**config.mk**
```make
export PLATFORM = sky130hd
export DESIGN_NAME = smdrs_out
export DESIGN_NICKNAME = d
export VERILOG_FILES = /design/src/sv/signed_mul_div_round_sat_top_defines.svh /design/src/sv/smdrs_pkg.sv /design/src/sv/smdrs_out.sv
export SDC_FILE = /design/constraint.sdc
export NUM_CORES = 1
export LEC_CHECK = 0
export BUFFER_PORTS_ARGS = -buffer_cell sky130_fd_sc_hd__buf_4
export CORE_MARGIN = 3
export CORE_UTILIZATION = 48
export DETAILED_ROUTE_END_ITERATION = 10
export PLACE_DENSITY = 0.74
export SETUP_SLACK_MARGIN = 0.3
export SLEW_MARGIN = 25
export SYNTH_ARGS = -nofsm -noshare
export SYNTH_HDL_FRONTEND = slang
export SYNTH_SLANG_ARGS = --single-unit
```
**constraint.sdc**
```tcl
create_clock -name clk -period 13.1 [get_ports clk]
set_clock_uncertainty 0.05 [all_clocks]
set_input_delay 1.965 -clock clk [delete_from_list [all_inputs] [get_ports clk]]
set_output_delay 1.965 -clock clk [all_outputs]
set_load 0.03 [all_outputs]
```
**src/sv/signed_mul_div_round_sat_top_defines.svh**
```systemverilog
// Assertion macros shared by the signed multiply-divide block.
`ifndef SIGNED_MUL_DIV_ROUND_SAT_TOP_DEFINES_SVH
`define SIGNED_MUL_DIV_ROUND_SAT_TOP_DEFINES_SVH

// Implication checked only outside reset.
`define SMDRS_ASSERT_IMP(lbl, ante, cons, msg) \
  lbl: assert property (@(posedge clk) disable iff (!rst_n) (ante) |-> (cons)) else $error(msg);

// Next-cycle implication checked at every edge, reset included.
`define SMDRS_ASSERT_NXT(lbl, ante, cons, msg) \
  lbl: assert property (@(posedge clk) (ante) |=> (cons)) else $error(msg);

`endif

```
**src/sv/smdrs_pkg.sv**
```systemverilog
// ----------------------------------------------------------------------------
// smdrs_pkg
// Types and constants of the signed multiply-divide pipeline.
// ----------------------------------------------------------------------------
package smdrs_pkg;

  localparam int ValW        = 64;
  localparam int MulW        = 32;
  localparam int ProdW       = ValW + MulW;
  localparam int BitsPerStage = 2;
  localparam int DivStages   = ProdW / BitsPerStage;

  localparam logic [ValW-1:0] MagLimit = {1'b0, {(ValW-1){1'b1}}};

  typedef struct packed {
    logic             valid;
    logic             zero;
    logic             neg;
    logic [ValW-1:0]  divisor;
    logic [ValW-1:0]  rem;
    logic [ProdW-1:0] work;
  } smdrs_div_t;

endpackage

```
**src/sv/smdrs_out.sv**
```systemverilog
// ----------------------------------------------------------------------------
// smdrs_out
// Round half up, then saturate and apply the sign in the output register.
// ----------------------------------------------------------------------------
module smdrs_out
  import smdrs_pkg::*;
(
  input  logic            clk,
  input  logic            rst_n,
  input  logic            en,
  input  smdrs_div_t      in_d,
  output logic            out_valid,
  output logic [ValW-1:0] out_quotient,
  output logic            out_ovf
);

  logic             r_valid_r, r_zero_r, r_neg_r;
  logic [ProdW-1:0] r_q_r;
  logic             o_valid_r, o_ovf_r;
  logic [ValW-1:0]  o_q_r;
  logic             inc;
  logic             ovf;
  logic [ValW-1:0]  mag;

  assign inc = {in_d.rem, 1'b0} >= {1'b0, in_d.divisor};
  assign ovf = (r_q_r[ProdW-1:ValW-1] != '0);
  assign mag = ovf ? MagLimit : r_q_r[ValW-1:0];

  always_ff @(posedge clk) begin
    if (!rst_n) begin
      r_valid_r <= 1'b0;
      o_valid_r <= 1'b0;
    end else if (en) begin
      r_valid_r <= in_d.valid;
      o_valid_r <= r_valid_r;
    end
  end

  always_ff @(posedge clk) begin
    if (en) begin
      r_zero_r <= in_d.zero;
      r_neg_r  <= in_d.neg;
      r_q_r    <= in_d.work + {{(ProdW-1){1'b0}}, inc};
      o_ovf_r  <= !r_zero_r && ovf;
      o_q_r    <= r_zero_r ? '0 : (r_neg_r ? (ValW'(0) - mag) : mag);
    end
  end

  assign out_valid    = o_valid_r;
  assign out_quotient = o_q_r;
  assign out_ovf      = o_ovf_r;

endmodule
```
; After elaboration in Yosys (flattened, before gate mapping)
; Cells that the tools add are included.
[totals]
input_bits = 230
ff_bits = 165
out_inout_bits = 66
wordCells = 15
[op_classes]
muxes = 2
add_sub_neg = 2
order_cmp = 1
reduce_logical = 3
[op_table]
columns = operator, count
row1 = $mux W64, 2
row2 = $add A96 B1 Y96, 1
row3 = $ge A65 B64 Y1, 1
row4 = $sub A1 B64 Y64 const A, 1
row5 = $reduce_bool A33 Y1, 1
row6 = $logic_and A1 B1 Y1, 1
row7 = $logic_not A1 Y1, 1

; Logic depth before layout (Yosys ltp)
[logic_depth]
ltp_word = 4
mapped_depth = 17

; Least setup slack after synthesis
; Ideal clock, no wire load.
[synth_timing]
path_kind = input to register
start = input in_d[186] (netlist name)
end = register r_q_r[92] (data pin)
required_ns = 12.779
setup_ns = 0.271
cell_stages = 17
t_arrival_ns = 5.000
setup_slack_ns = 7.779
path_cell_list = inv_1 > ha_1 > nand4_1 > nor3_1 > nand2_1 > nor4b_1 > o31ai_1 > nand3_1 > ha_1 > ha_1 > and2_1 > nor4b_4 > and4_1 > nand4_2 > clkbuf_1 > nor4_1 > xor2_1
[synth_via]
elab_chain_cells = 2
[synth_lines]
columns = element, line_no
row1 = from (decl), smdrs_out.sv:11  ; input smdrs_div_t in_d,
row2 = $ge A65 B64 Y1, smdrs_out.sv:25  ; assign inc = {in_d.rem, 1'b0} >= {1'b0, in_d.divisor};
row3 = $add A96 B1 Y96, smdrs_out.sv:43  ; r_q_r <= in_d.work + {{(ProdW-1){1'b0}}, inc};
row4 = to (signal assigned), smdrs_out.sv:43
row5 = to (decl), smdrs_out.sv:18  ; logic [ProdW-1:0] r_q_r;
; No other way between the ends.
; A chain may end at the register's enable or synchronous reset.

; Worst setup path in the final report
[layout_timing]
start = input in_d[121] (netlist name)
end = register r_q_r[92] (data pin)
; The elaborated chain is that of the path after synthesis.

==> flow_summary.json <==
{
  "power_density_mw_per_mm2": 99.5,
  "cap_violations": 0,
  "p_leak_nw": 5.83,
  "critical_path_required_ns": 13.20,
  "synth_top_area_share": 0.439,
  "syn-mean-instance-area_sq_um": 9.66,
  "hold_buffers": 0,
  "wl_per_cell_um": 18.5,
  "postCtsSetupBuffers": 0,
  "grt.overflow.total": 0,
  "tns_ns": 0,
  "arrival_ns": 6.17,
  "netlist_area_sq_mm": 0.0112,
  "cts_resized": 0,
  "synth_largest_area_cell": "edfxtp_1",
  "tightest_slew_ns": 1.00,
  "status": "complete, no violations",
  "async_flop_share": 0,
  "reg2reg_depth": 11,
  "rows": 55,
  "utilization": 0.626,
  "multiInputGateArea_sq_mm": 0.00571,
  "antennaDiodeCount": 0,
  "worstPathMaxFanout": 17,
  "rsz0062_at_grt": "no",
  "groute.usage.overall": 0.252,
  "clk_path_buf_depth": 2,
  "ir_drop_uv": 68.7,
  "grt_pass1_vias": 9730,
  "start_util": 0.491,
  "cts_sinks": 165,
  "maxSlewHeadroom": 0.332,
  "synthSimpleGateAreaFrac": 0.240,
  "globalplace.congestion": 0.956,
  "antenna_left": 0,
  "io_buffers": 295,
  "core_area_sq_mm": 0.0227,
  "synth-adder-area-share": 0.0752,
  "drc": 0,
  "synth-seq-cells": 165,
  "slew_viol_final": 0,
  "yosys-top-cells-area": "edfxtp_1, ha_1, xor2_1",
  "seq_area_frac_synth": 0.442,
  "layout_min_cycle_time_ns": 6.07,
  "dr.first_iter.drc_count": 666,
  "area_delta_synth_final_pct": 27.4,
  "vias": 9989,
  "ff_latch_area_sq_mm": 0.00493,
  "tritoncts": "done",
  "setup_violations": 0,
  "worstSetupStartpointType": "input pin",
  "synthMuxAreaShare": 0.00752,
  "antenna_found_initial": 1,
  "die_h_um": 158,
  "cts-htree-levels": 4,
  "postPlaceCellArea_sq_mm": 0.0136,
  "holdPathStages": 2,
  "drive_gt1_frac": 0.261,
  "synth_xor_area_frac": 0.0817,
  "hp-class": "reg -> reg",
  "root_buffer": "clkbuf_16",
  "critical_path_class": "in -> reg",
  "nFillCells": 1899,
  "die_area_sq_mm": 0.0251,
  "grt_pass1_wl_um": 50000,
  "dp_cells": 1698,
  "synth_cell_types": 77,
  "first_pass_iters": 5,
  "viasPerCell": 5.77,
  "routed_wl_um": 32000,
  "grt_max_degree": 112,
  "hpwl_um": 25400,
  "final_nets": 1729,
  "synth_top_family_by_area": "simple AND/OR/NAND/NOR gates",
  "synth_fp_nets": 1451,
  "die_x_um": 158,
  "yosysWarnings": 0,
  "syn-instance-count": 1154,
  "fin_crit_sh": 0.463,
  "finalHoldViolCount": 0,
  "clkTransAtPathRegs_ns": 0.07,
  "io-pin-count": 296,
  "synth_compound_area_frac": 0.106,
  "synth_edf_count": 163,
  "max_freq_ghz": 0.165,
  "clk_latency_ns": 0.42,
  "numCtsBuffers": 17,
  "critPathCaptureType": "register",
  "final_cells": 1730,
  "ys.flop_type": "edfxtp_1",
  "design_area_sq_mm": 0.0142
}
[final timing paths]
kind	start	slack [ns]	end
max	in_d[121]	7.03	r_q_r[92]
min reg2reg	r_valid_r	0.47	r_valid_r
min	r_valid_r	0.47	r_valid_r
max reg2reg	r_q_r[94]	8.33	out_quotient[52]
[registers in the layout, indices dropped and copies added (netlist names)]
name	flops
out_quotient	64
r_zero_r	1
out_valid	1
r_neg_r	1
r_q_r	96
r_valid_r	1
out_ovf	1
[cell families after synthesis]
group / after synthesis
compound gates: 183
xor+xnor: 104
fa+ha+maj: 67
buf+inv: 133
flops: 165
mux: 8
simple gates: 494
[worst max-delay path: stages]
cell     delay [ns]
buf_4          0.13
ha_1           0.29
nand4_1        0.10
nor3_1         0.25
nand2_1        0.11
nor4b_1        0.41
o31ai_1        0.15
nand3_1        0.14
ha_1           0.20
ha_1           0.18
and2_1         0.23
nor4b_4        0.40
and4_1         0.56
nand4_2        0.51
nor4_1         0.43
xor2_1         0.12
[power breakdown]
group	leakage, nW	total, mW	internal (mW)	switching (mW)
clock	0.281	0.501	0.286	0.215
combinational	3.91	0.255	0.115	0.140
sequential	1.64	0.658	0.630	0.0279
total	5.83	1.41	1.03	0.382
[metrics by stage]
step	setup slack, ns	hold slack, ns	total power, mW
after global routing	6.64	0.493	1.47
after floorplan	7.78	0.432	0.786
after CTS	7.08	0.478	1.42
final	7.03	0.471	1.41
after global placement	6.79	0.452	0.916
after detailed placement	6.63	0.462	0.922
[area by class of cell]
type	instances	area share
inverter	87	0.0230
clock buffer	18	0.0302
timing repair buffer	305	0.161
multi-input combinational	856	0.402
tap	285	0.0251
clock inverter	14	0.0115
sequential	165	0.347
[Yosys cell counts, types with 4 or more instances]
cell / instances
edfxtp_1: 163
nor2_1: 118
inv_1: 86
ha_1: 67
nand2_1: 62
xor2_1: 57
nand3_1: 56
nor3_1: 54
a21oi_1: 47
nor4_1: 47
xnor2_1: 47
nand4_1: 42
o21ai_0: 40
clkbuf_1: 36
or3_1: 24
a31oi_1: 23
and3_1: 19
a211oi_1: 15
or2_2: 12
and4_1: 8
nand2b_1: 8
a41oi_1: 6
buf_2: 6
or4_1: 6
a221oi_1: 5
mux2i_1: 5
nand3b_1: 5
nor4_2: 4
o21ai_1: 4
o21bai_1: 4
o311ai_0: 4
[metal layers]
metal	routed length (um)	GRT usage	part of all wire	up-vias
met3	3090	0.0652	0.097	57
li1	-	-	-	4869
met1	12500	0.318	0.39	4542
met4	815	0.0815	0.025	2
met5	13	0	0.00041	-
met2	15600	0.425	0.49	519
[layout by cell type, fill, tap and decap left out, types with 15 or more instances in the layout]
cell type    n
a211oi_1    15
and3_1      19
buf_4      304
o21ai_0     40
clkbuf_16   17
or3_1       24
nor2_1     117
xnor2_1     47
a31oi_1     23
xor2_1      57
inv_1       86
nor3_1      54
nand3_1     56
ha_1        67
nor4_1      45
nand2_1     62
nand4_1     42
edfxtp_1   163
a21oi_1     47
(Power assumes the default switching activity.)
