**config.mk**
```make
export PLATFORM = sky130hd
export DESIGN_NAME = smdrs_div_stage
export DESIGN_NICKNAME = d
export VERILOG_FILES = /design/src/sv/signed_mul_div_round_sat_top_defines.svh /design/src/sv/smdrs_pkg.sv /design/src/sv/smdrs_div_stage.sv
export SDC_FILE = /design/constraint.sdc
export NUM_CORES = 1
export LEC_CHECK = 0
export BUFFER_PORTS_ARGS = -buffer_cell sky130_fd_sc_hd__buf_2
export CAP_MARGIN = 20
export CORE_ASPECT_RATIO = 0.7
export CORE_MARGIN = 2
export CORE_UTILIZATION = 49
export DETAILED_ROUTE_END_ITERATION = 8
export HOLD_SLACK_MARGIN = 0.1
export PLACE_DENSITY = 0.76
export RECOVER_POWER = 25
export SLEW_MARGIN = 20
export SYNTH_ARGS = -nofsm -noshare
export SYNTH_HDL_FRONTEND = slang
export SYNTH_SLANG_ARGS = --single-unit
```
**constraint.sdc**
```tcl
create_clock -name clk -period 10.5 [get_ports clk]
set_input_delay 2.625 -clock clk [delete_from_list [all_inputs] [get_ports clk]]
set_output_delay 2.625 -clock clk [all_outputs]
set_load 0.005 [all_outputs]
```
**src/sv/signed_mul_div_round_sat_top_defines.svh**
```systemverilog
// Assertion macros shared by the signed multiply-divide block.
`ifndef SIGNED_MUL_DIV_ROUND_SAT_TOP_DEFINES_SVH
`define SIGNED_MUL_DIV_ROUND_SAT_TOP_DEFINES_SVH

// Implication checked only outside reset.
`define SMDRS_ASSERT_IMP(lbl, ante, cons, msg) \
  lbl: assert property (@(posedge clk) disable iff (!rst_n) (ante) |-> (cons)) else $error(msg);

// Next-cycle implication checked at every edge, reset included.
`define SMDRS_ASSERT_NXT(lbl, ante, cons, msg) \
  lbl: assert property (@(posedge clk) (ante) |=> (cons)) else $error(msg);

`endif

```
**src/sv/smdrs_pkg.sv**
```systemverilog
// ----------------------------------------------------------------------------
// smdrs_pkg
// Types and constants of the signed multiply-divide pipeline.
// ----------------------------------------------------------------------------
package smdrs_pkg;

  localparam int ValW        = 64;
  localparam int MulW        = 32;
  localparam int ProdW       = ValW + MulW;
  localparam int BitsPerStage = 2;
  localparam int DivStages   = ProdW / BitsPerStage;

  localparam logic [ValW-1:0] MagLimit = {1'b0, {(ValW-1){1'b1}}};

  typedef struct packed {
    logic             valid;
    logic             zero;
    logic             neg;
    logic [ValW-1:0]  divisor;
    logic [ValW-1:0]  rem;
    logic [ProdW-1:0] work;
  } smdrs_div_t;

endpackage

```
**src/sv/smdrs_div_stage.sv**
```systemverilog
// ----------------------------------------------------------------------------
// smdrs_div_stage
// One registered stage of restoring division, two quotient bits per stage.
// ----------------------------------------------------------------------------
module smdrs_div_stage
  import smdrs_pkg::*;
(
  input  logic       clk,
  input  logic       rst_n,
  input  logic       en,
  input  smdrs_div_t in_d,
  output smdrs_div_t out_d
);

  smdrs_div_t d_r;
  smdrs_div_t d_nxt;

  always_comb begin
    logic [ValW:0] r;
    d_nxt = in_d;
    for (int i = 0; i < BitsPerStage; i++) begin
      r = {d_nxt.rem, d_nxt.work[ProdW-1]};
      if (r >= {1'b0, d_nxt.divisor}) begin
        r = r - {1'b0, d_nxt.divisor};
        d_nxt.work = {d_nxt.work[ProdW-2:0], 1'b1};
      end else begin
        d_nxt.work = {d_nxt.work[ProdW-2:0], 1'b0};
      end
      d_nxt.rem = r[ValW-1:0];
    end
  end

  always_ff @(posedge clk) begin
    if (!rst_n) begin
      d_r.valid <= 1'b0;
    end else if (en) begin
      d_r.valid <= d_nxt.valid;
    end
  end

  always_ff @(posedge clk) begin
    if (en) begin
      d_r.zero    <= d_nxt.zero;
      d_r.neg     <= d_nxt.neg;
      d_r.divisor <= d_nxt.divisor;
      d_r.rem     <= d_nxt.rem;
      d_r.work    <= d_nxt.work;
    end
  end

  assign out_d = d_r;

endmodule

```
# [Word level (Yosys, flattened, before mapping)]
# Index checks and enable logic that the tools add are counted.
[op_classes] addsub=2 n_lt_le_gt_ge=2 n_mux=4
[op_table] operator="$ge A65 B64 Y1" count=2
[op_table] operator="$mux W64" count=2
[op_table] operator="$sub A64 B64 Y64" count=2
[op_table] operator="$mux W1" count=2
[word_totals] register_bits=227 inputBits=230 out_inout_bits=227

# [Longest topological paths before layout]
# Gate-level depths: netlist of the first run.
[depth] word_depth=4 mapped_depth=33 mapped_depth_nobuf=28

# [Worst setup path after synthesis of the first run]
# OpenSTA, ideal clock, no wires.
[synth_path] kind="input to register" from="in in_d[161] (netlist name)" to="reg d_r, in the netlist out_d[111] (data pin)" setup_ns=0.260 arrival_ns=8.587 required_time_ns=10.240 setup_slack_ns=1.653 cell_stages=29 n_path_buf=4 cell_sequence="inv_1 -> ha_1 -> nor2b_1 -> o31a_1 -> o31ai_4 -> o221a_4 -> o21ai_2 -> a211oi_4 -> o31ai_4 -> a21bo_1 -> a31oi_2 -> buf_4 -> buf_4 -> mux2_2 -> ha_1 -> o21a_1 -> o31a_1 -> o31a_1 -> a41oi_4 -> o21ai_2 -> a21oi_2 -> o41ai_2 -> a211oi_4 -> o21ai_1 -> a311oi_2 -> o211ai_2 -> buf_6 -> buf_12 -> mux2_4"
[synth_lines] element="start, declared" line_no="smdrs_div_stage.sv:11" text="input smdrs_div_t in_d,"
[synth_lines] element="end, declared" line_no="smdrs_div_stage.sv:15" text="smdrs_div_t d_r;"

==> results.ini, run 1 <==
[run_status]
result_of_the_run=complete, but fails checks
failed_checks=capacitance limit, slew limit

[timing]
max_clock_freq_mhz=103
timing_worst_slew_pin_value_ns=6.14
finalSetupViolCount=0
maxSlewViolCount=110
fin_tns_setup_ns=0
setup_repair_after_global_routing_missed_its_margin=false
fin_crit_sh_pct=92.1
timing.final.crit_period_ns=9.67
final.setup_skew_ns=0
hold_viol=0
normalized_max_slew_margin_pct=-309
post-route-worst-setup-slack_ns=0.828

[floorplan]
die-height_um=157
pin_count=457
fp-row-count=55
core_region_area_um2=32600
floorplan.die_area_um2=34800
initial_cell_density_of_the_core_pct=50.1
chipWidth_um=222

[cells_and_area]
stdcell_count=2463
n_fill_cell=2813
layout.cell_area.non_filler_um2=19700
flow.area_growth_from_synthesis_pct=20.7
drive_above_1_share_pct=28.3
nets=2375
number_of_flip_flops_in_the_largest_register=227

[cts]
post_cts_gate_resize_count=0
clk_transition_reported_paths_ns=0.07
post_cts.repair.setup_buffers=0
cts.root.buffer_cell=sky130_fd_sc_hd__clkbuf_16
worst_skew_pair.late_latency_ns=0.55
cts_htree_levels=1
clock_sink_count=227
cts_hold_buffers=0
cts_made_buffers=24
clock_tree_from_tritoncts=done
clk_path_buf_depth=3

[place]
detailedPlace.worstSlack_ns=0.470
placedCellCount=2416
numPortBuffers=456
routabilityCongestion=1.00
hpwlAfterDp_mm=43.3
placed_area_um2=18900

[synthesis]
synth_area_per_cell_um2=10.2
async_flop_share_pct=0
synth_largest_type_area_fraction_pct=41.6
syn_nets=1955
synth_edf_count=226
post_synth_instance_area_um2=16300
synth.largest_area_cell=sky130_fd_sc_hd__edfxtp_1
synth_sequential_area_ratio_pct=41.7
synth_flop_cell=sky130_fd_sc_hd__edfxtp_1
ys_types=77
ys_warn_count=0
netlist_top_cells_area=sky130_fd_sc_hd__edfxtp_1, sky130_fd_sc_hd__ha_1, sky130_fd_sc_hd__mux2_4
synthesis.instances=1595
synth-seq-cells=227

[power]
maximum_vdd_drop_mv=0.123
cellPowerDensity_nw_per_um2=190
total_power_mw=3.74
power.static_leakage_nw=8.82

[critical_path]
critPathArrivalTime_ns=9.97
setup.worst_path.class=input pin to flip-flop
end_kind=flip-flop
worst_r2r_path_depth=2
cp_max_fo=13
worst_ep_required_time_ns=10.80
kind_of_start_point_of_the_critical_path=input pin

[grt]
busiest_layer=met1
grt_usage_pct=29.6
initial_antenna_violation_count=7
number_of_global_route_vias_before_repair=13400
grt_first_pass_wirelength_mm=79.8
globalRouteMet2Util_pct=41.2
gr-total-overflow=0
grt_max_degree=110
global_route.usage.met3_pct=7.72
grt_util_met1_pct=45.4

[min_path]
class_of_the_worst_hold_path=flip-flop to flip-flop
min_path_cells=2

[route]
drt_drc_violations_left=0
dr_total_vias=14600
wirelength_mm=53.9
drt_first_pass_iters=6
drtAntennaViolNets=0
route.detailed.vias_per_inst=5.94
routed_wire_length_per_instance_um=21.9
initial_drc_count=1555

[flow_run]
drv_cap=1

[per-stage QoR]
step / utilization (%) / hold WS (ns)
floorplan: - / 0.507
global placement: 58.1 / 0.500
detailed placement: 58.1 / 0.512
CTS: 60.6 / 0.529
global route: 60.5 / 0.557
finish: 60.5 / 0.538
[cells in the final DEF, fill, tap and decap left out, types with 25 or more instances in the layout]
cell type                   count
sky130_fd_sc_hd__xnor2_1       66
sky130_fd_sc_hd__inv_1        101
sky130_fd_sc_hd__a21oi_1      138
sky130_fd_sc_hd__clkbuf_16     25
sky130_fd_sc_hd__xor2_1        49
sky130_fd_sc_hd__ha_1         128
sky130_fd_sc_hd__nand4_1       46
sky130_fd_sc_hd__o21ai_0      114
sky130_fd_sc_hd__a21o_1        78
sky130_fd_sc_hd__nand2_1      133
sky130_fd_sc_hd__clkbuf_1      50
sky130_fd_sc_hd__mux2_2        29
sky130_fd_sc_hd__edfxtp_1     226
sky130_fd_sc_hd__mux2_4        47
sky130_fd_sc_hd__nor2_1        81
sky130_fd_sc_hd__buf_2        409
[cell type report]
type                            instances  area, µm²  area share, %
Antenna cell                            3       7.51         0.0381
Clock buffer                           28        637           3.24
Clock inverter                         16        190          0.966
Inverter                              101        379           1.93
Multi-Input combinational cell       1186       8720           44.3
Sequential cell                       227       6810           34.6
Tap cell                              427        534           2.71
Timing Repair Buffer                  475       2400           12.2
[synth_stat cells (3+ instances only)]
cell type,count
sky130_fd_sc_hd__nand3_1,20
sky130_fd_sc_hd__o31ai_4,3
sky130_fd_sc_hd__o221a_2,3
sky130_fd_sc_hd__or2_2,8
sky130_fd_sc_hd__a211o_1,4
sky130_fd_sc_hd__a21o_1,78
sky130_fd_sc_hd__buf_2,11
sky130_fd_sc_hd__nor3_1,18
sky130_fd_sc_hd__nor2b_1,18
sky130_fd_sc_hd__mux2_2,29
sky130_fd_sc_hd__o31a_1,4
sky130_fd_sc_hd__buf_12,5
sky130_fd_sc_hd__inv_1,101
sky130_fd_sc_hd__clkbuf_1,58
sky130_fd_sc_hd__a31oi_1,13
sky130_fd_sc_hd__a41oi_1,6
sky130_fd_sc_hd__o31ai_1,8
sky130_fd_sc_hd__or3_1,7
sky130_fd_sc_hd__nand4_1,46
sky130_fd_sc_hd__o21ai_0,114
sky130_fd_sc_hd__o21bai_1,20
sky130_fd_sc_hd__o21ai_2,4
sky130_fd_sc_hd__mux2_4,47
sky130_fd_sc_hd__buf_4,3
sky130_fd_sc_hd__edfxtp_1,226
sky130_fd_sc_hd__xnor2_1,66
sky130_fd_sc_hd__a211oi_1,12
sky130_fd_sc_hd__o21a_1,21
sky130_fd_sc_hd__nand2b_1,12
sky130_fd_sc_hd__ha_1,128
sky130_fd_sc_hd__o21ai_1,7
sky130_fd_sc_hd__mux2i_1,3
sky130_fd_sc_hd__nand2_1,133
sky130_fd_sc_hd__nor4_1,8
sky130_fd_sc_hd__and3_1,13
sky130_fd_sc_hd__a21oi_1,138
sky130_fd_sc_hd__nor2_1,81
sky130_fd_sc_hd__and2_1,5
sky130_fd_sc_hd__o41ai_1,3
sky130_fd_sc_hd__a221oi_1,9
sky130_fd_sc_hd__xor2_1,49
[worst max-delay path, stage by stage]
cell and delay, ns:
sky130_fd_sc_hd__clkbuf_1 0.11, sky130_fd_sc_hd__inv_1 0.13, sky130_fd_sc_hd__ha_1 0.31, sky130_fd_sc_hd__nor2b_1 0.15, sky130_fd_sc_hd__o31a_1 0.32, sky130_fd_sc_hd__o31ai_4 0.39, sky130_fd_sc_hd__o221a_4 0.26, sky130_fd_sc_hd__o21ai_2 0.11
sky130_fd_sc_hd__a211oi_4 0.37, sky130_fd_sc_hd__o31ai_4 0.15, sky130_fd_sc_hd__a21bo_1 0.26, sky130_fd_sc_hd__a31oi_4 0.48, sky130_fd_sc_hd__mux2_2 0.42, sky130_fd_sc_hd__ha_1 0.38, sky130_fd_sc_hd__a21oi_1 0.12, sky130_fd_sc_hd__nand4b_1 0.22
sky130_fd_sc_hd__a21oi_1 0.22, sky130_fd_sc_hd__o21ai_0 0.15, sky130_fd_sc_hd__a31oi_1 0.31, sky130_fd_sc_hd__o2111ai_1 0.29, sky130_fd_sc_hd__a2111oi_0 0.91, sky130_fd_sc_hd__o211ai_1 0.24, sky130_fd_sc_hd__a31oi_1 0.44, sky130_fd_sc_hd__a31oi_1 0.17
sky130_fd_sc_hd__xnor2_1 0.15, sky130_fd_sc_hd__mux2_4 0.26
[path summary, 6_finish.rpt]
check	from	slack (ns)	to
hold reg to reg	out_d[226]	0.54	out_d[226]
setup / recovery	in_d[161]	0.83	out_d[148]
hold / removal	out_d[226]	0.54	out_d[226]
setup reg to reg	out_d[226]	9.77	out_d[226]
[routing by layer]
layer  wire [µm]  vias up
met5          51        -
met4         976        8
met3        5680       84
met2       22300      785
met1       24800     6983
li1            -     6767
[power by group]
part           total, mW  leakage [nW]  internal (mW)  switching (mW)
clock network      0.921         0.404          0.535           0.386
registers           1.25          2.22           1.19          0.0539
logic               1.57          6.20          0.706           0.862
[cell families after synthesis]
group,Yosys count,share of synthesized area (%)
buffers and inverters,182,4.90
adders and majority gates,130,10.1
muxes,79,6.51
and+or+nand+nor,380,11.2
DFF,227,41.7
AOI/OAI and AO/OA,482,19.4
xor gates and xnor gates,115,6.18
(Power assumes the default switching activity.)
==> inputs of run 2 (changes only) <==
--- a/config.mk
+++ b/config.mk
@@ -13,7 +13,6 @@
 export DETAILED_ROUTE_END_ITERATION = 8
 export HOLD_SLACK_MARGIN = 0.1
 export PLACE_DENSITY = 0.76
-export RECOVER_POWER = 25
 export SLEW_MARGIN = 20
 export SYNTH_ARGS = -nofsm -noshare
 export SYNTH_HDL_FRONTEND = slang
==> run 2 against run 1 <==
  * The flow now finishes without violations
  * Highest routed layer unchanged
  * Flip-flop and latch count did not move
  * Sequential share of layout area fell by 0.12 points
  * Total power barely moved
==> results.ini, run 2 (synthesis gave the netlist of run 1 again) <==
[run_status]
result_of_the_run=finished clean

[timing]
final.setup_skew_ns=0
max_clock_freq_mhz=103
normalized_max_slew_margin_pct=36.1
fin_tns_setup_ns=0
finalSetupViolCount=0
fin_crit_sh_pct=92.5
setup_repair_after_global_routing_missed_its_margin=false
hold_viol=0
timing_worst_slew_pin_value_ns=0.953
timing.final.crit_period_ns=9.71
maxSlewViolCount=0

[place]
hpwlAfterDp_mm=43.3
placed_area_um2=18900
placedCellCount=2416
routabilityCongestion=1.00
numPortBuffers=456

[power]
pwr-share-seq_pct=33.3
p_sw_share_pct=34.8
power.static_leakage_nw=8.96
power.clock.fraction_pct=24.7
power.internal_mw=2.43
cellPowerDensity_nw_per_um2=189
power.combinational.fraction_pct=42.0
maximum_vdd_drop_mv=0.122
total_switching_power_mw=1.30

[grt]
globalRouteMet2Util_pct=41.2
gr-total-overflow=0
grt_first_pass_wirelength_mm=79.8
grt_usage_pct=29.6
global_route.usage.met3_pct=7.72
number_of_global_route_vias_before_repair=13400
grt_util_met1_pct=45.4
initial_antenna_violation_count=7
busiest_layer=met1
grt_max_degree=110

[critical_path]
path_common_cell=sky130_fd_sc_hd__a31oi_1
end_kind=flip-flop
critPathArrivalTime_ns=10.01
slowest_stage=sky130_fd_sc_hd__a2111oi_0
kind_of_start_point_of_the_critical_path=input pin
worst_r2r_path_depth=2
crit_family=compound AO/OA/AOI/OAI gates
rrSetupSlack_ns=9.90
cp_max_fo=13
setup.worst_path.class=input pin to flip-flop
critPathMaxStageDelay_ns=0.92
crit_buf_inv=2
path_depth=26
worst_ep_required_time_ns=10.80

[route]
drt_first_pass_iters=6
routed_wire_length_per_instance_um=21.9
route.detailed.vias_per_inst=5.94
initial_drc_count=1611
dr_total_vias=14600
wirelength_mm=53.8
drt_drc_violations_left=0
drtAntennaViolNets=0

[cts]
worst_skew_pair.late_latency_ns=0.55
cts_htree_levels=1
post_cts.repair.setup_buffers=0
cts_hold_buffers=0
clk_path_buf_depth=3
clk_transition_reported_paths_ns=0.07
cts_made_buffers=24
post_cts_gate_resize_count=0
clock_sink_count=227
cts.root.buffer_cell=sky130_fd_sc_hd__clkbuf_16
clock_tree_from_tritoncts=done

[cells_and_area]
layout.cell_area.non_filler_um2=19700
nets=2375
stdcell_count=2463
final_common_cell=sky130_fd_sc_hd__buf_2
drive_above_1_share_pct=30.6
number_of_flip_flops_in_the_largest_register=227
finalCoreUtilization_pct=60.7
flow.area_growth_from_synthesis_pct=21.1
mostFrequentLayoutCells=sky130_fd_sc_hd__buf_2, sky130_fd_sc_hd__edfxtp_1, sky130_fd_sc_hd__a21oi_1

[floorplan]
initial_cell_density_of_the_core_pct=50.1
chipWidth_um=222
die-height_um=157
pin_count=457
floorplan.die_area_um2=34800
core_region_area_um2=32600
fp-row-count=55

[flow_run]
drv_cap=0

[min_path]
min_path_cells=2
class_of_the_worst_hold_path=flip-flop to flip-flop

run 2: layer usage:
layer | routed length (µm) | vias up
met3 | 5590 | 73
met1 | 24900 | 6977
li1 | - | 6781
met5 | 51 | -
met4 | 911 | 8
met2 | 22400 | 788
run 2: metrics by stage:
step,power [mW],hold slack [ns],worst slack [ns]
after CTS,3.72,0.529,1.02
after global placement,2.77,0.500,0.682
after global routing,3.91,0.557,0.435
after floorplan,2.29,0.507,1.65
after detailed placement,2.79,0.512,0.470
final,3.74,0.530,0.792
run 2: layout make-up:
cell class,count,area [µm²]
clock inverters,16,190
multi-input cells,1186,8720
diodes,3,7.51
well taps,427,534
flip-flops and latches,227,6810
clock buffers,28,637
fillers,2792,12800
inverters,101,379
repair buffers,475,2470
run 2: worst paths after layout:
kind              start    endpoint
max           in_d[161]  out_d[148]
max reg2reg  out_d[226]  out_d[226]
min reg2reg  out_d[226]  out_d[226]
min          out_d[226]  out_d[226]
run 2: power groups by stage:
stage | combinational [mW] | sequential, mW | clock, mW
2_1_floorplan | 1.03 | 1.26 | 0
3_5_place_dp | 1.53 | 1.26 | 0
5_1_grt | 1.68 | 1.26 | 0.970
6_report | 1.57 | 1.24 | 0.921
3_3_place_gp | 1.51 | 1.26 | 0
4_1_cts | 1.54 | 1.25 | 0.940
run 2: tightest hold or removal path: stages, from the launching register on:
cell	delay, ns
sky130_fd_sc_hd__dfxtp_1	0.33
sky130_fd_sc_hd__mux2i_1	0.07
sky130_fd_sc_hd__nor2b_1	0.09
==> inputs of run 3 (changes only) <==
--- a/config.mk
+++ b/config.mk
@@ -7,13 +7,14 @@
 export LEC_CHECK = 0
 export BUFFER_PORTS_ARGS = -buffer_cell sky130_fd_sc_hd__buf_2
 export CAP_MARGIN = 20
-export CORE_ASPECT_RATIO = 0.7
+export CORE_ASPECT_RATIO = 2
 export CORE_MARGIN = 2
 export CORE_UTILIZATION = 49
 export DETAILED_ROUTE_END_ITERATION = 8
 export HOLD_SLACK_MARGIN = 0.1
-export PLACE_DENSITY = 0.76
+export PLACE_DENSITY = 0.79
 export SLEW_MARGIN = 20
 export SYNTH_ARGS = -nofsm -noshare
 export SYNTH_HDL_FRONTEND = slang
 export SYNTH_SLANG_ARGS = --single-unit
+export TNS_END_PERCENT = 10
==> constraint.sdc (replaced) <==
create_clock -name clk -period 8.34 [get_ports clk]
set_input_delay 2.085 -clock clk [delete_from_list [all_inputs] [get_ports clk]]
set_output_delay 2.085 -clock clk [all_outputs]
set_load 0.005 [all_outputs]
==> run 3 against run 2 <==
  * Sequential share of layout area shrank 4.0 points
  * Non-clock buffer count grew 344
  * Global-route usage grew 5.3 points
  * Register-to-register slack lost 2.2 ns
  * Largest power group unchanged
==> results.ini, run 3 (synthesis gave the netlist of run 1 again) <==
[critical_path]
end_kind=flip-flop
worst_ep_required_time_ns=8.62
critPathArrivalTime_ns=8.31
path_common_cell=sky130_fd_sc_hd__o31a_1
rrSetupSlack_ns=7.73
cp_max_fo=26
kind_of_start_point_of_the_critical_path=input pin
r2r-start=out_d[226]
crit_family=compound AO/OA/AOI/OAI gates
slowest_stage=sky130_fd_sc_hd__o31a_1
setup.worst_path.class=input pin to flip-flop
worst_r2r_path_depth=2
timing.rr.end=out_d[226]
crit_buf_inv=5
critPathMaxStageDelay_ns=0.35

[cts]
cts_htree_levels=1
clk_path_buf_depth=3
cts_hold_buffers=0
clock_sink_count=227
clk_transition_reported_paths_ns=0.07
clock_tree_from_tritoncts=done
cts_made_buffers=22
cts.root.buffer_cell=sky130_fd_sc_hd__clkbuf_16
worst_skew_pair.late_latency_ns=0.52

[grt]
initial_antenna_violation_count=6
number_of_global_route_vias_before_repair=16500
grt_usage_pct=34.9
gr-total-overflow=0
grt_max_degree=153
grt_first_pass_wirelength_mm=91.1

[power]
total_power_mw=5.09
p_sw_share_pct=35.5
maximum_vdd_drop_mv=0.141
power.internal_mw=3.29
pwr-share-seq_pct=30.9
power.static_leakage_nw=10.6
power.clock.fraction_pct=21.3
cellPowerDensity_nw_per_um2=228
power.combinational.fraction_pct=47.8
total_switching_power_mw=1.81

[floorplan]
chipWidth_um=133
pin_count=457
die-height_um=262
initial_cell_density_of_the_core_pct=49.7
fp-row-count=94
core_region_area_um2=32800
floorplan.die_area_um2=34900

[flow_run]
drv_cap=0

[route]
routed_wire_length_per_instance_um=22.5
drtAntennaViolNets=0
dr_total_vias=16100
drt_first_pass_iters=5
initial_drc_count=960
drt_drc_violations_left=0
wirelength_mm=63.3
route.detailed.vias_per_inst=5.73

[timing]
finalSetupViolCount=0
max_clock_freq_mhz=125
fin_tns_setup_ns=0
setup_repair_after_global_routing_missed_its_margin=false
maxSlewViolCount=0
normalized_max_slew_margin_pct=38.6
post-route-worst-setup-slack_ns=0.308
timing.final.crit_period_ns=8.03
final.setup_skew_ns=0
fin_crit_sh_pct=96.3
hold_viol=0
timing_worst_slew_pin_value_ns=0.922

[min_path]
holdCritStartpoint=out_d[226]
hold_path_end=out_d[226]
class_of_the_worst_hold_path=flip-flop to flip-flop
min_path_cells=2

[cells_and_area]
layout.cell_area.non_filler_um2=22400
nets=2717
drive_above_1_share_pct=40.8
final_common_cell=sky130_fd_sc_hd__buf_2
flow.area_growth_from_synthesis_pct=37.1
stdcell_count=2809
number_of_flip_flops_in_the_largest_register=227
mostFrequentLayoutCells=sky130_fd_sc_hd__buf_2, sky130_fd_sc_hd__buf_4, sky130_fd_sc_hd__edfxtp_1

[place]
placedCellCount=2764
placed_area_um2=21500
hpwlAfterDp_mm=52.3
numPortBuffers=456
detailedPlace.worstSlack_ns=-0.287
routabilityCongestion=1.06

[run_status]
result_of_the_run=finished clean

run 3: final cells by class:
cell class | count | area, µm²
inverters | 101 | 379
fillers | 2621 | 10500
clock inverters | 16 | 194
clock buffers | 24 | 579
flip-flops and latches | 227 | 6810
well taps | 432 | 541
diodes | 4 | 10.0
repair buffers | 819 | 5120
multi-input cells | 1186 | 8730
run 3: stage by stage:
step / utilization, % / hold slack (ns)
after floorplan: - / 0.507
after global placement: 65.7 / 0.503
after detailed placement: 65.7 / 0.510
after CTS: 68.0 / 0.526
after global routing: 68.1 / 0.560
final: 68.1 / 0.525
run 3: how the worst max path moves through the flow:
stage,startpoint,to,cells past startpoint
after floorplan,in_d[161],out_d[111],29
after global placement,in_d[161],out_d[158],28
after detailed placement,in_d[161],out_d[158],29
after CTS,in_d[161],out_d[158],29
after global routing,in_d[139],out_d[148],28
final,in_d[161],out_d[127],29
run 3: what timing repair did:
action,4_1_cts,5_1_grt
gates resized for setup,0,4
setup endpoints to repair,0,56
setup buffers,0,1
run 3: power by group through the flow:
stage / clock [mW] / sequential [mW] / combinational (mW)
2_1_floorplan: 0 / 1.59 / 1.29
3_5_place_dp: 0 / 1.60 / 2.38
6_report: 1.08 / 1.57 / 2.44
5_1_grt: 1.14 / 1.59 / 2.59
3_3_place_gp: 0 / 1.60 / 2.33
4_1_cts: 1.10 / 1.57 / 2.39
run 3: routing by layer:
metal	vias to the layer above	GRT usage (%)	routed length [µm]
met1	7526	27.9	18300
met2	813	68.9	34500
li1	7438	-	-
met4	2	34.4	7050
met5	-	0	11
met3	322	5.27	3430
run 3: worst register-to-register path: cells and delay by family (launching register included):
| family | cells | cell delay [ns] |
|---|---|---|
| muxes | 1 | 0.14 |
| DFF | 1 | 0.31 |
| and+or+nand+nor | 1 | 0.06 |
